===== config.mk =====
export PLATFORM = sky130hd
export DESIGN_NAME = upshift_damp_rpm_fade
export DESIGN_NICKNAME = d
export VERILOG_FILES = /design/src/rtl/core/udrf_pkg.sv /design/src/rtl/core/udrf_div.sv /design/src/rtl/core/upshift_damp_rpm_fade.sv
export SDC_FILE = /design/constraint.sdc
export NUM_CORES = 1
export LEC_CHECK = 0
export BUFFER_PORTS_ARGS = -buffer_cell sky130_fd_sc_hd__buf_2
export CAP_MARGIN = 10
export CORE_AREA = 2 2 312 221
export CTS_BUF_LIST = sky130_fd_sc_hd__clkbuf_16
export DETAILED_ROUTE_END_ITERATION = 12
export DIE_AREA = 0 0 314 223
export PLACE_DENSITY_LB_ADDON = 0.25
export SLEW_MARGIN = 20
export SYNTH_ARGS = -nofsm -noshare
export SYNTH_HDL_FRONTEND = slang
export SYNTH_SLANG_ARGS = --single-unit

===== constraint.sdc =====
create_clock -name clock -period 19.12 [get_ports clock]
set_input_delay 0 -clock clock [delete_from_list [all_inputs] [get_ports clock]]
set_output_delay 0 -clock clock [all_outputs]
set_load 0.005 [all_outputs]

===== src/rtl/core/udrf_pkg.sv =====
// Shared types and constants for the upshift damp and rpm fade block.
package udrf_pkg;

   localparam int RPM_W  = 16;
   localparam int GEAR_W = 4;
   localparam int TS_W   = 32;
   localparam int CSR_W  = 2;
   localparam int REQ_W  = 56;
   localparam int RSP_W  = 24;

   localparam logic [CSR_W-1:0] CSR_DAMP_MS     = 2'd0;
   localparam logic [CSR_W-1:0] CSR_RAMP_LINKED = 2'd1;
   localparam logic [CSR_W-1:0] CSR_OUT_MAX     = 2'd2;

   localparam logic [RPM_W-1:0] RPM_FULL_SCALE = 16'hFFFF;

   typedef enum logic [1:0] {
      ST_IDLE,
      ST_CALC,
      ST_DIV,
      ST_DAMP
   } state_type;

   typedef struct packed {
      logic busy;
      logic done;
   } div_sts_type;

endpackage


===== src/rtl/core/udrf_div.sv =====
// Restoring divider that yields a 16-bit quotient, one bit per cycle.
module udrf_div
   import udrf_pkg::*;
(
   input  logic                 clock,
   input  logic                 reset,
   input  logic                 start,
   input  logic [2*RPM_W-1:0]   dividend,
   input  logic [RPM_W-1:0]     divisor,
   output div_sts_type          sts,
   output logic [RPM_W-1:0]     quotient
);

   localparam int CNT_W = $clog2(RPM_W);

   logic [RPM_W-1:0] rem_ff, rem_in;
   logic [RPM_W-1:0] quo_ff, quo_in;
   logic [RPM_W-1:0] dsr_ff, dsr_in;
   logic [CNT_W-1:0] cnt_ff, cnt_in;
   logic             busy_ff, busy_in;
   logic             done_ff, done_in;
   logic [RPM_W:0]   shifted;
   logic [RPM_W:0]   diff;

   always_comb begin
      shifted = {rem_ff, quo_ff[RPM_W-1]};
      diff    = shifted - {1'b0, dsr_ff};
      rem_in  = rem_ff;
      quo_in  = quo_ff;
      dsr_in  = dsr_ff;
      cnt_in  = cnt_ff;
      busy_in = busy_ff;
      done_in = 1'b0;
      if (start) begin
         rem_in  = dividend[2*RPM_W-1:RPM_W];
         quo_in  = dividend[RPM_W-1:0];
         dsr_in  = divisor;
         cnt_in  = '0;
         busy_in = 1'b1;
      end else if (busy_ff) begin
         if (!diff[RPM_W]) begin
            rem_in = diff[RPM_W-1:0];
            quo_in = {quo_ff[RPM_W-2:0], 1'b1};
         end else begin
            rem_in = shifted[RPM_W-1:0];
            quo_in = {quo_ff[RPM_W-2:0], 1'b0};
         end
         cnt_in = cnt_ff + 1'b1;
         if (cnt_ff == CNT_W'(RPM_W - 1)) begin
            busy_in = 1'b0;
            done_in = 1'b1;
         end
      end
   end

   always_ff @(posedge clock) begin
      rem_ff <= rem_in;
      quo_ff <= quo_in;
      dsr_ff <= dsr_in;
      cnt_ff <= cnt_in;
      if (reset) begin
         busy_ff <= 1'b0;
         done_ff <= 1'b0;
      end else begin
         busy_ff <= busy_in;
         done_ff <= done_in;
      end
   end

   assign sts.busy = busy_ff;
   assign sts.done = done_ff;
   assign quotient = quo_ff;

endmodule


===== src/rtl/core/upshift_damp_rpm_fade.sv =====
// Top level of the upshift damp and rpm fade block.
// An item passes from acceptance through the calc and damp states back to idle, and inside
// a damp window also through a div state, where the interpolation runs through a 16-step
// bit-serial divider; a new item is taken while the previous result waits in the output
// register, and its last step holds until that register is free.
module upshift_damp_rpm_fade
   import udrf_pkg::*;
#(
   parameter int TIME_BITS = 32
)
(
   input  logic             clock,
   input  logic             reset,
   input  logic             req_tvalid,
   output logic             req_tready,
   // rpm [15:0], gear_now [19:16], now_ms [51:20], zero padding above.
   input  logic [REQ_W-1:0] req_tdata,
   output logic             rsp_tvalid,
   input  logic             rsp_tready,
   // faded_rpm [15:0], shifting [16], freeze_ramp [17], zero padding above.
   output logic [RSP_W-1:0] rsp_tdata,
   input  logic             csr_valid,
   output logic             csr_ready,
   input  logic [CSR_W-1:0] csr_index,
   input  logic [RPM_W-1:0] csr_data
);

   state_type state_ff, state_in;

   logic [RPM_W-1:0]     damp_ms_ff;
   logic                 ramp_linked_ff;
   logic [RPM_W-1:0]     out_max_ff;

   logic [GEAR_W-1:0]    prev_gear_ff;
   logic [RPM_W-1:0]     last_rpm_ff;
   logic [RPM_W-1:0]     shift_rpm_ff;
   logic [TIME_BITS-1:0] window_start_ff;
   logic [TIME_BITS-1:0] window_end_ff;

   logic [RPM_W-1:0]     rpm_ff;
   logic [GEAR_W-1:0]    gear_ff;
   logic [TIME_BITS-1:0] now_ff;
   logic                 up_ff;
   logic [RPM_W-1:0]     faded_ff, faded_in;

   logic                 rsp_valid_ff;
   logic [RPM_W-1:0]     rsp_faded_ff;
   logic                 rsp_shift_ff;
   logic                 rsp_freeze_ff;

   logic                    req_acc;
   logic                    out_free;
   logic [TIME_BITS+TS_W-1:0] now_wide;
   logic [TIME_BITS-1:0]    elapsed;
   logic [TIME_BITS-1:0]    damp_ext;
   logic                    in_window;
   logic [RPM_W-1:0]        rpm_diff;
   logic [2*RPM_W-1:0]      product;
   logic                    div_start;
   div_sts_type             div_sts;
   logic [RPM_W-1:0]        quotient;
   logic [RPM_W:0]          interp;
   logic                    upshift;
   logic [TIME_BITS-1:0]    end_sum;
   logic [TIME_BITS-1:0]    end_new;
   logic [TIME_BITS-1:0]    end_final;
   logic                    freeze;

   assign req_acc   = req_tvalid && req_tready;
   assign out_free  = !rsp_valid_ff || rsp_tready;
   assign csr_ready = 1'b1;
   assign now_wide  = {{TIME_BITS{1'b0}}, req_tdata[51:20]};
   assign damp_ext  = {{(TIME_BITS-RPM_W){1'b0}}, damp_ms_ff};

   // Fade step arithmetic on the window state as it stood before this item.
   always_comb begin
      elapsed   = now_ff - window_start_ff;
      in_window = (window_end_ff != '0) && (damp_ms_ff != '0) && (elapsed < damp_ext);
      rpm_diff  = up_ff ? (rpm_ff - shift_rpm_ff) : (shift_rpm_ff - rpm_ff);
      product   = rpm_diff * elapsed[RPM_W-1:0];
      if (up_ff) begin
         interp = {1'b0, shift_rpm_ff} + {1'b0, quotient};
      end else begin
         interp = {1'b0, shift_rpm_ff} - {1'b0, quotient};
      end
      if (interp > {1'b0, out_max_ff}) begin
         faded_in = out_max_ff;
      end else begin
         faded_in = interp[RPM_W-1:0];
      end
   end

   // Damp step on the latched item.
   always_comb begin
      upshift   = ramp_linked_ff && (gear_ff > prev_gear_ff) && (prev_gear_ff != '0);
      end_sum   = now_ff + damp_ext;
      end_new   = upshift ? end_sum : window_end_ff;
      end_final = window_end_ff;
      freeze    = 1'b0;
      if (ramp_linked_ff) begin
         end_final = end_new;
         if (end_new != '0) begin
            if (now_ff >= end_new) begin
               end_final = '0;
            end else begin
               freeze = 1'b1;
            end
         end
      end
   end

   always_comb begin
      state_in = state_ff;
      case (state_ff)
         ST_IDLE: begin
            if (req_acc) begin
               state_in = ST_CALC;
            end
         end
         ST_CALC: begin
            state_in = in_window ? ST_DIV : ST_DAMP;
         end
         ST_DIV: begin
            if (!div_sts.busy) begin
               state_in = ST_DAMP;
            end
         end
         ST_DAMP: begin
            if (out_free) begin
               state_in = ST_IDLE;
            end
         end
         default: state_in = ST_IDLE;
      endcase
   end

   always_comb begin
      req_tready = 1'b0;
      div_start  = 1'b0;
      case (state_ff)
         ST_IDLE: req_tready = 1'b1;
         ST_CALC: div_start  = in_window;
         ST_DIV:  div_start  = 1'b0;
         ST_DAMP: div_start  = 1'b0;
         default: req_tready = 1'b0;
      endcase
   end

   udrf_div u_div (
      .clock    (clock),
      .reset    (reset),
      .start    (div_start),
      .dividend (product),
      .divisor  (damp_ms_ff),
      .sts      (div_sts),
      .quotient (quotient)
   );

   always_ff @(posedge clock) begin
      if (req_acc) begin
         rpm_ff  <= req_tdata[15:0];
         gear_ff <= req_tdata[19:16];
         now_ff  <= now_wide[TIME_BITS-1:0];
         up_ff   <= req_tdata[15:0] >= shift_rpm_ff;
      end
      if (state_ff == ST_CALC) begin
         faded_ff <= rpm_ff;
      end
      if ((state_ff == ST_DIV) && !div_sts.busy) begin
         faded_ff <= faded_in;
      end
      if ((state_ff == ST_DAMP) && out_free) begin
         rsp_faded_ff  <= faded_ff;
         rsp_shift_ff  <= end_final != '0;
         rsp_freeze_ff <= freeze;
      end
   end

   always_ff @(posedge clock) begin
      if (reset) begin
         state_ff        <= ST_IDLE;
         rsp_valid_ff    <= 1'b0;
         damp_ms_ff      <= '0;
         ramp_linked_ff  <= 1'b1;
         out_max_ff      <= RPM_FULL_SCALE;
         prev_gear_ff    <= '0;
         last_rpm_ff     <= '0;
         shift_rpm_ff    <= '0;
         window_start_ff <= '0;
         window_end_ff   <= '0;
      end else begin
         state_ff <= state_in;
         if (csr_valid) begin
            case (csr_index)
               CSR_DAMP_MS:     damp_ms_ff     <= csr_data;
               CSR_RAMP_LINKED: ramp_linked_ff <= csr_data[0];
               CSR_OUT_MAX:     out_max_ff     <= csr_data;
               default:         ;
            endcase
         end
         if (state_ff == ST_CALC) begin
            last_rpm_ff <= rpm_ff;
         end
         if ((state_ff == ST_DAMP) && out_free) begin
            rsp_valid_ff <= 1'b1;
            if (ramp_linked_ff) begin
               prev_gear_ff <= gear_ff;
            end
            if (upshift) begin
               shift_rpm_ff    <= last_rpm_ff;
               window_start_ff <= now_ff;
            end
            window_end_ff <= end_final;
         end else if (rsp_tready) begin
            rsp_valid_ff <= 1'b0;
         end
      end
   end

   assign rsp_tvalid = rsp_valid_ff;
   assign rsp_tdata  = {{(RSP_W-RPM_W-2){1'b0}}, rsp_freeze_ff, rsp_shift_ff, rsp_faded_ff};

endmodule


==> impl_metrics.py <==
metrics = {
    "sta": {
        "fin_crit_ns": 10.44,
        "finalSetupViolCount": 0,
        "tightest_slew_ns": 1.056,
        "setup_tns_ns": 0,
        "final.period_utilization_pct": 54.58,
        "fmax_mhz": 95.82,
        "clock_skew_ns": 0.01384,
        "drv_slew": 0,
        "rsz0062_at_grt": "false",
        "final_hold_viol_count": 0,
        "max_slew_margin_pct": 29.53,
    },
    "route": {
        "ant_nets": 0,
        "routed_wl_um": 72820,
        "vias": 21140,
        "drtIter0Drc": 1454,
        "drc": 0,
        "viasPerCell": 5.212,
        "avgRoutedWirePerCell_um": 17.95,
        "dr.pass1.iters": 8,
    },
    "floorplan": {
        "core_um2": 67360,
        "die_h_um": 223,
        "dieWidth_um": 314,
        "start_util_pct": 39.46,
        "dieArea_um2": 70020,
        "pin_count": 106,
        "rows": 80,
    },
    "clock_tree": {
        "clock_path_buffers": 3,
        "clk_latency_ns": 0.58,
        "cts_setup_buffers": 0,
        "cts_buffers": 28,
        "tritoncts": "yes",
        "cts_root_buf": "clkbuf_16",
        "cts_resized": 0,
        "postCtsHoldBufs": 75,
        "htree_levels": 1,
        "clkSinkCount": 276,
        "clk_pin_slew_ns": 0.07,
    },
    "global_routing": {
        "met1_usage_pct": 32.14,
        "grt-ovfl-total": 0,
        "grt_antenna_before_repair": 0,
        "grt.busiest_layer": "met1",
        "grt_pass1_vias": 20230,
        "grt_util_all_layers_pct": 20.95,
        "grt.met2_usage_pct": 30.99,
        "grt_pass1_wl_um": 115900,
        "globalRouteMet3Util_pct": 3.504,
        "grt_start_max_net_pins": 59,
    },
    "cells_and_area": {
        "syn_to_final_growth_pct": 12.13,
        "drive_above_1_share_pct": 7.705,
        "nets": 3714,
        "n_antenna_cell": 0,
    },
    "logic_synthesis": {
        "synth-simple-area-share_pct": 15.19,
        "synth_largest_area_cell": "edfxtp_1",
        "ys.flop_type": "dfxtp_1",
        "synth_xor_area_share_pct": 4.612,
        "synth_compound_area_share_pct": 13.95,
        "syn-cell-area_um2": 26580,
        "synthTopCellsByArea": "edfxtp_1 15%, fa_1 15%, ha_1 14%",
        "ys_types": 84,
        "synth.area.mux_share_pct": 3.422,
        "ys_warn_count": 0,
        "synth_top_family_by_area": "adder cells",
        "ys_async_sr_fraction_pct": 0,
        "synth_top_cell_area_share_pct": 15.25,
        "synthAdderAreaFrac_pct": 29.32,
        "syn_avg_cell_area_um2": 8.894,
        "yosysSeqAreaShare_pct": 25.87,
        "ys_seq_elements": 276,
        "synth_edf_count": 135,
        "syn-instance-count": 2989,
    },
    "outcome": {
        "outcome": "complete, no violations",
    },
    "worst_setup_path": {
        "cpMostUsedCell": "fa_1",
        "slowest_delay_ns": 0.79,
        "setup.worst_path.start_class": "flip-flop",
        "crit_slowest_cell": "xor2_2",
        "worstSetupPathType": "flip-flop to flip-flop",
        "critPathMaxFanout": 39,
        "cp.required_ns": 19.43,
        "cp_data_arrival_time_ns": 10.75,
        "cp-end-kind": "flip-flop",
    },
    "place": {
        "place_hpwl_um": 56400,
        "gp_congestion": 0.8855,
        "io_buffers": 94,
    },
    "job": {
        "max-cap-violations": 0,
    },
    "hold_path": {
        "hold_path_class": "input pin to flip-flop",
    },
}
[critical path, delay by kind of cell (launching register included)]
kind,cells,cell delay (ns)
AO/OA/AOI/OAI,14,3.84
XOR/XNOR,2,0.96
adder cells (fa/ha/maj),7,3.38
buffers and inverters,5,0.86
flip-flops,1,0.33
multiplexers,1,0.09
AND/OR/NAND/NOR,2,0.66
[layout by cell type (no fill, tap or decap), types with 13 or more instances in the layout]
cell type      Yosys  layout
dfxtp_1          141     141
mux2_2            15      15
a31oi_1           27      27
nand2b_1          30      30
xnor2_1           79      76
xor2_1            61      56
nor2_1           208     206
a21oi_1          208     206
o21a_1            22      22
inv_1            386     388
nor4_1            17      17
nor2b_1           28      28
clkbuf_16          0      31
nor3_1            37      36
nand2_1          393     392
edfxtp_1         135     135
nand4_1           29      29
a21o_1            57      57
mux2i_1           74      74
dlygate4sd3_1      0      75
buf_2              7      93
o21ai_0          118     118
a211o_1           24      24
buf_4              9      49
fa_1             200     200
a211oi_1          23      23
nand3_1           43      43
o21bai_1          13      13
and2_1            47      46
ha_1             303     303
[per-layer routing]
layer,vias to the layer above,wire (um)
met3,75,4151
met2,481,30130
li1,10390,-
met4,0,1180
met1,10190,37350
met5,-,0
[flip-flops by register name, indices dropped and copies added (netlist names), 16 cells and up]
| signal | count |
|---|---|
| window_end_ff | 32 |
| shift_rpm_ff | 16 |
| rsp_faded_ff | 16 |
| out_max_ff | 16 |
| last_rpm_ff | 16 |
| window_start_ff | 32 |
| u_div.rem_ff | 16 |
| u_div.quotient | 16 |
| damp_ms_ff | 16 |
| faded_ff | 16 |
| now_ff | 32 |
| rpm_ff | 16 |
| u_div.dsr_ff | 16 |
[stage by stage]
step / instance area, um2 / util (%) / instances / worst slack [ns] / hold slack [ns]
floorplan: 26600 / - / 2994 / 10.21 / 0.09887
detailed placement: 28100 / 41.71 / 3929 / 8.863 / 0.1781
global route: 29810 / 44.25 / 4056 / 8.098 / 0.09603
CTS: 29800 / 44.23 / 4056 / 8.827 / 0.05200
finish: 29810 / 44.25 / 4056 / 8.684 / 0.05940
global placement: 28100 / 41.71 / 3929 / 8.944 / 0.1761
[worst paths after layout]
kind,slack [ns],endpoint,start,cells past startpoint
min,0.06,state_ff[1],req_tvalid,5
max,8.68,u_div.rem_ff[14],up_ff,31
min reg2reg,0.42,rsp_faded_ff[13],faded_ff[13],0
max reg2reg,8.68,u_div.rem_ff[14],up_ff,31
[cells in the mapped netlist (17+ instances only)]
library cell,count
xnor2_1,79
nand2b_1,30
a211o_1,24
mux2i_1,74
a21oi_1,208
dfxtp_1,141
o21ai_0,118
nor4_1,17
o21a_1,22
a21o_1,57
ha_1,303
nand4_1,29
edfxtp_1,135
and2_1,47
clkbuf_1,78
nand2_1,393
a31oi_1,27
nor2b_1,28
nor3_1,37
inv_1,386
nand3_1,43
xor2_1,61
fa_1,200
a211oi_1,23
nor2_1,208
[cell type report]
cell class                 instances  area, um2
fill                            6661      37560
multi-input combinational       2217      17800
sequential                       276       6877
timing repair buffer             217       1584
inverter                         392       1471
tap                              902       1129
clock buffer                      31      775.7
clock inverter                    21      171.4
[kinds of logic after synthesis]
group | Yosys count
multiplexers | 89
AND/OR/NAND/NOR | 889
buffers and inverters | 501
other | 2
AO/OA/AOI/OAI | 589
flip-flops | 276
XOR/XNOR | 140
adder cells (fa/ha/maj) | 503
Power is not shown: default switching activity piles up to over one toggle a cycle in this logic, so the estimate is an artifact.
